==> src/rtl/core/ray_sphere_intersect_assert.svh <==
// Assertion macros for the ray/sphere block.
`ifndef RAY_SPHERE_INTERSECT_ASSERT_SVH
`define RAY_SPHERE_INTERSECT_ASSERT_SVH

// Checked outside reset only.
`define RSI_ASSERT(lbl, prop, msg) \
    lbl: assert property (@(posedge aclk) disable iff (!aresetn) prop) else $error(msg);

// Checked at every edge, reset included.
`define RSI_ASSERT_RST(lbl, prop, msg) \
    lbl: assert property (@(posedge aclk) prop) else $error(msg);

`endif

==> src/rtl/core/rsi_pkg.sv <==
`default_nettype none
package rsi_pkg;

    localparam int CW        = 32;
    localparam int FRAC_BITS = 16;
    localparam int DW        = 31;
    localparam int EW        = 16;
    localparam int NW        = 65 + FRAC_BITS;
    localparam int SQ_STEPS  = 64;
    localparam int DV_STEPS  = DW;
    localparam int Q_DEPTH   = 4;

    localparam logic [2:0] REG_CENTER_X = 3'd0;
    localparam logic [2:0] REG_CENTER_Y = 3'd1;
    localparam logic [2:0] REG_CENTER_Z = 3'd2;
    localparam logic [2:0] REG_RADIUS   = 3'd3;
    localparam logic [2:0] REG_MIN_DIST = 3'd4;

    localparam logic [CW-1:0] C_MAX = {1'b0, {(CW-1){1'b1}}};
    localparam logic [CW-1:0] C_MIN = {1'b1, {(CW-1){1'b0}}};
    localparam logic [DW-1:0] T_MAX = {DW{1'b1}};

    typedef struct packed {
        logic               miss;
        logic               hpos;
        logic [63:0]        mh;
        logic [63:0]        a;
        logic [2:0][CW-1:0] org;
        logic [2:0][CW-1:0] dir;
    } rsi_ray_t;

    typedef struct packed {
        logic [127:0] disc;
        rsi_ray_t     ray;
    } rsi_item_t;

endpackage
`default_nettype wire

==> src/rtl/core/rsi_queue.sv <==
`default_nettype none
`include "ray_sphere_intersect_assert.svh"
module rsi_queue import rsi_pkg::*; (
    input  wire logic      aclk,
    input  wire logic      aresetn,
    input  wire logic      push,
    input  rsi_item_t      push_item,
    input  wire logic      pop,
    output rsi_item_t      head,
    output logic           full,
    output logic           empty
);

    localparam int PW = $clog2(Q_DEPTH);

    rsi_item_t     mem_reg [0:Q_DEPTH-1];
    logic [PW-1:0] wr_ptr_reg, rd_ptr_reg;
    logic [PW:0]   cnt_reg;

    assign full  = cnt_reg == (PW+1)'(Q_DEPTH);
    assign empty = cnt_reg == '0;
    assign head  = mem_reg[rd_ptr_reg];

    always_ff @(posedge aclk) begin
        if (push) begin
            mem_reg[wr_ptr_reg] <= push_item;
        end
    end

    always_ff @(posedge aclk) begin
        if (!aresetn) begin
            wr_ptr_reg <= '0;
            rd_ptr_reg <= '0;
            cnt_reg    <= '0;
        end else begin
            if (push) begin
                wr_ptr_reg <= wr_ptr_reg + 1'b1;
            end
            if (pop) begin
                rd_ptr_reg <= rd_ptr_reg + 1'b1;
            end
            if (push && !pop) begin
                cnt_reg <= cnt_reg + 1'b1;
            end else if (pop && !push) begin
                cnt_reg <= cnt_reg - 1'b1;
            end
        end
    end

    `RSI_ASSERT(a_cnt_range, cnt_reg <= (PW+1)'(Q_DEPTH), "queue count beyond depth")
    `RSI_ASSERT(a_pop_nonempty, pop |-> cnt_reg != '0, "pop from empty queue")
    `RSI_ASSERT_RST(a_rst_empty, !aresetn |=> cnt_reg == '0, "queue not empty after reset")

endmodule
`default_nettype wire

==> config.mk <==
export PLATFORM = sky130hd
export DESIGN_NAME = rsi_queue
export DESIGN_NICKNAME = d
export VERILOG_FILES = /design/src/rtl/core/rsi_pkg.sv /design/src/rtl/core/rsi_queue.sv
export VERILOG_INCLUDE_DIRS = /design/src /design/src/rtl/core
export SDC_FILE = /design/constraint.sdc
export NUM_CORES = 1
export LEC_CHECK = 0
export BUFFER_PORTS_ARGS = -buffer_cell sky130_fd_sc_hd__buf_4
export CAP_MARGIN = 20
export CORE_MARGIN = 3
export CORE_UTILIZATION = 35
export CTS_CLUSTER_SIZE = 24
export DETAILED_ROUTE_END_ITERATION = 10
export GPL_TIMING_DRIVEN = 1
export HOLD_SLACK_MARGIN = 0.1
export SKIP_CTS_REPAIR_TIMING = 1
export SYNTH_ARGS = -nofsm -noshare
export SYNTH_HDL_FRONTEND = slang
export SYNTH_SLANG_ARGS = --single-unit
==> constraint.sdc <==
create_clock -name aclk -period 21.4 [get_ports aclk]
set_clock_uncertainty 0.05 [all_clocks]
set_input_delay 2.14 -clock aclk [delete_from_list [all_inputs] [get_ports aclk]]
set_output_delay 2.14 -clock aclk [all_outputs]
set_load 0.01 [all_outputs]
Word level (Yosys, flattened, before mapping)
Memory sizes are Yosys's and may differ from the RTL's. A register that Yosys moved wholly into a read port is not among the register bits.
Index checks and enable logic that the tools add are counted.

storage, ports and cells
  register bits = 7
  bits in writable memories = 1800
  output and inout bits = 452
  memories = 1

cells by class
  add/sub/neg operators = 4
  equal/unequal tests = 1
  mux-type cells = 6
  reductions and logical operators = 6

memory list
  memory   depth  bits a word  read ports  clocked after Yosys merged registers in  write ports  RTL line         source
  mem_reg  4      450          1           1                                        1            rsi_queue.sv:16  rsi_item_t mem_reg [0:Q_DEPTH-1];

operator list
  kind                   count
  $mux W3                2
  $add A2 B1 Y2 const B  2
  $mux W2                2
  $add A3 B1 Y3 const B  1
  $eq A3 B3 Y1 const B   1
  $logic_not A3 Y1       1
  $sub A3 B1 Y3 const B  1
  $logic_and A1 B1 Y1    2
  $logic_not A1 Y1       2
  $mux W1                2
  $reduce_bool A2 Y1     1

Logic depth before layout (Yosys ltp)
  word-level depth = 4
  gate-level depth with buffers = 7

Worst setup path after synthesis
No wires, ideal clock.

  path kind = input to register
  from = input port push
  to = memory mem_reg[0][0] (netlist bit), enable pin
  library setup time = 0.870 ns
  data arrival time = 12.250 ns
  data required time = 20.480 ns
  slack = 8.230 ns
  stages = 1
  cells stage by stage = and2_1

on the way
  cells in the longest elaborated chain, start to end = 2

ends and longest elaborated chain
  element                        RTL line         source
  start, declared                rsi_queue.sv:6   input wire logic push,
  $mux W1                        rsi_queue.sv:25  if (push) begin
  $mux W1 (implied by the code)  rsi_queue.sv:26  mem_reg[wr_ptr_reg] <= push_item;
  end, declared                  rsi_queue.sv:16

No other way between the ends.

==> implementation parameters <==
Parameter                              Value

Outcome
  Status ... complete, no violations

Final layout
  Share of layout cells above drive strength 1 ... 46.0%
  Top library cells by usage in the layout, fill and taps aside ... 1,800 x edfxtp_1, 936 x buf_4, 450 x mux4_2, 189 x clkbuf_16, 48 x clkinv_1
  Max reg flops ... 1,800
  Commonest non-fill, non-tap cell in the layout ... edfxtp_1
  NumNets Final ... 3,885
  Final-layout fill cell count ... 15,759
  Synth-to-layout area growth ... 23.5%

Drt
  Post-Route WL ... 150,000 µm
  Routed via count ... 29,228
  Number of search-and-repair iterations in the first detailed-routing pass ... 4
  Post-route DRC violation count ... 0
  Starting DRC count in detailed routing ... 1,921
  Antenna violation net count after detailed routing ... 0
  Vias/cell ... 4.81
  WL/cell ... 24.7 µm

Clocking
  CTS max path bufs ... 3
  CTS Sinks ... 1,809
  TritonCTS clock tree ... done
  Buffer type at the clock tree root ... clkbuf_16
  Post-CTS clock slew at the launch and capture registers of the worst setup and hold paths ... 60 ps
  Number of H-tree branching levels ... 4
  Skew-Pair Late Insertion Delay ... 800 ps
  Number of clock buffers inserted by TritonCTS ... 186

Global route
  Overall overflow remaining after global route ... 0
  Global-route wire length before repair ... 217,000 µm
  Maximum number of pins on one net before global-route repair ... 142
  Global routing usage summed across all routing layers ... 15.4%
  Via count of the first global-routing pass ... 30,848
  Initial antenna violation count ... 33

Pwr
  Pwr dens ... 99.3 nW/µm²
  Largest voltage drop on the vdd net ... 0.0792 mV
  Leakage Power ... 26.6 nW

Critical path
  Worst setup path category ... reg -> out
  Element type at the critical path start ... flop
  Arr. time, crit path ... 4880 ps
  CP top delay family ... buffers and inverters
  Sort of element at the end of the critical path ... primary output
  Library cell appearing most often on the critical path ... buf_4
  Buf+Inv Stages, Crit Path ... 4
  Critical-path cell with the highest stage delay ... buf_4
  Req. time, crit path ... 19,210 ps
  Largest stage delay on the critical path ... 830 ps
  Largest fanout on the critical path ... 61
  Cell-by-cell listing of the critical path ... buf_4 -> buf_4 -> buf_4 -> mux4_2 -> buf_4

Logic synthesis
  Area share of fa/ha/maj cells after synthesis ... 0.126%
  Largest family of logic cells by synthesized area ... multiplexers
  Unique cell type count in the Yosys netlist ... 21
  Number of synthesis warnings ... 0
  Synth Register Bits ... 1,809
  Mapped Area ... 65,400 µm²
  Gate count of the mapped netlist ... 2,393
  Area fraction in compound gates after synthesis ... 0.0191%
  Mux share of post-synthesis cell area ... 15.5%
  Share of synthesized area occupied by flip-flops and latches ... 82.9%
  Simple-Gate Fraction of Synth Area ... 0.140%
  Mapped Avg Cell Area ... 27.3 µm²
  Net count after synthesis ... 2,853
  XOR/XNOR Fraction of Synth Area ... 0.0670%

Timing
  Peak clock frequency supported by timing ... 142 MHz
  Slew margin rel. ... 10.7%
  Shortest period the worst path allows ... 7070 ps
  Ratio of final minimum period to clock period ... 33.0%
  Count of final setup violators ... 0
  Fin. Hold Viols ... 0
  Setup total negative slack ... 0 ps
  Final Worst Setup Slack ... 14,330 ps
  Setup repair after global routing missed its margin ... false
  Measured slew at the worst slew-check pin ... 1340 ps
  Slew Limit Fails ... 0

Die
  Number of standard-cell rows in the floorplan ... 158
  Number of top-level pins ... 906
  Die Span Y ... 438 µm
  Core Footprint ... 186,000 µm²
  Die Outline Area ... 192,000 µm²
  Die W ... 438 µm
  Initial core utilization ... 35.2%

Place
  Placement Setup Slack ... 15,050 ps
  DP HPWL ... 94,100 µm
  Final weighted congestion in routability-driven placement ... 0.746
  Count of port buffers added during placement ... 905

Worst hold path
  Class of the tightest hold or removal check ... reg -> reg

Job
  Max-capacitance violation count ... 0
[worst reg2reg max path, stage by stage (launching register included)]
cell and delay, ps:
dfxtp_1 340, inv_1 90, ha_1 160, and2_4 630, buf_4 890, buf_4 910
buf_4 830
[metal layers]
| layer | wire (µm) | vias to the layer above | global-route usage [%] |
|---|---|---|---|
| li1 | - | 12568 | - |
| met1 | 54100 | 15515 | 17.6 |
| met2 | 79100 | 877 | 26.2 |
| met3 | 11200 | 262 | 5.21 |
| met4 | 5770 | 6 | 6.85 |
| met5 | 39 | - | 0 |
[synthesized netlist by cell type]
| cell type | instances | area [µm²] |
|---|---|---|
| a21boi_0 | 1 | 7.51 |
| buf_2 | 46 | 230 |
| ha_1 | 5 | 62.6 |
| nor3_1 | 1 | 5.00 |
| inv_1 | 4 | 15.0 |
| nor2b_1 | 2 | 12.5 |
| xor2_1 | 3 | 26.3 |
| mux4_2 | 450 | 10100 |
| nor3b_1 | 1 | 7.51 |
| dfxtp_1 | 9 | 180 |
| mux2i_1 | 2 | 20.0 |
| nand2_1 | 1 | 3.75 |
| edfxtp_1 | 1800 | 54100 |
| clkbuf_1 | 7 | 26.3 |
| o21ai_0 | 1 | 5.00 |
| or3_1 | 1 | 6.26 |
| and2_1 | 9 | 56.3 |
| xnor2_1 | 2 | 17.5 |
| fa_1 | 1 | 20.0 |
| buf_6 | 45 | 507 |
| buf_1 | 2 | 7.51 |
[final cells by class]
cell class                      count  area (µm²)  share of cell area [%]
Inverter                            4        15.0                  0.0186
Sequential cell                  1809       54200                    67.2
Antenna cell                       26        65.1                  0.0806
Tap cell                         2480        3100                    3.84
Clock inverter                     99         813                    1.01
Clock buffer                      236        4930                    6.10
Timing Repair Buffer              944        7190                    8.91
Multi-Input combinational cell    480       10400                    12.9
[cells by family after synthesis]
group,count (synthesis)
DFF,1809
buffers and inverters,104
adders and majority gates,6
muxes,452
and+or+nand+nor,15
AOI/OAI and AO/OA,2
xor gates and xnor gates,5
[through the flow]
stage               std cells  instance area, µm²  util, %  hold slack (ps)  power, mW
CTS                      6051               80700     43.5              473       8.15
floorplan                2393               65400        -              422       4.69
global route             6073               80700     43.5              534       8.33
global placement         5716               74900     40.4              441       5.07
finish                   6078               80800     43.5              475       8.02
detailed placement       5716               74900     40.4              460       5.08
[worst paths after layout]
check	end	cells after the start	from	slack, ps
max	head[359]	5	flop	14330
min	cnt_reg[2]	2	cnt_reg[2]	470
max reg2reg	mem_reg[0][55]	6	wr_ptr_reg[0]	17060
min reg2reg	cnt_reg[2]	2	cnt_reg[2]	470
[power by group]
group	switching (mW)	total [mW]	leakage, nW	internal, mW
Clock	1.32	3.04	2.78	1.73
Combinational	0.448	0.862	7.18	0.414
Sequential	0.0364	4.11	16.6	4.08
Total	1.80	8.02	26.6	6.22
No activity file was read; power rests on OpenSTA's default activity.
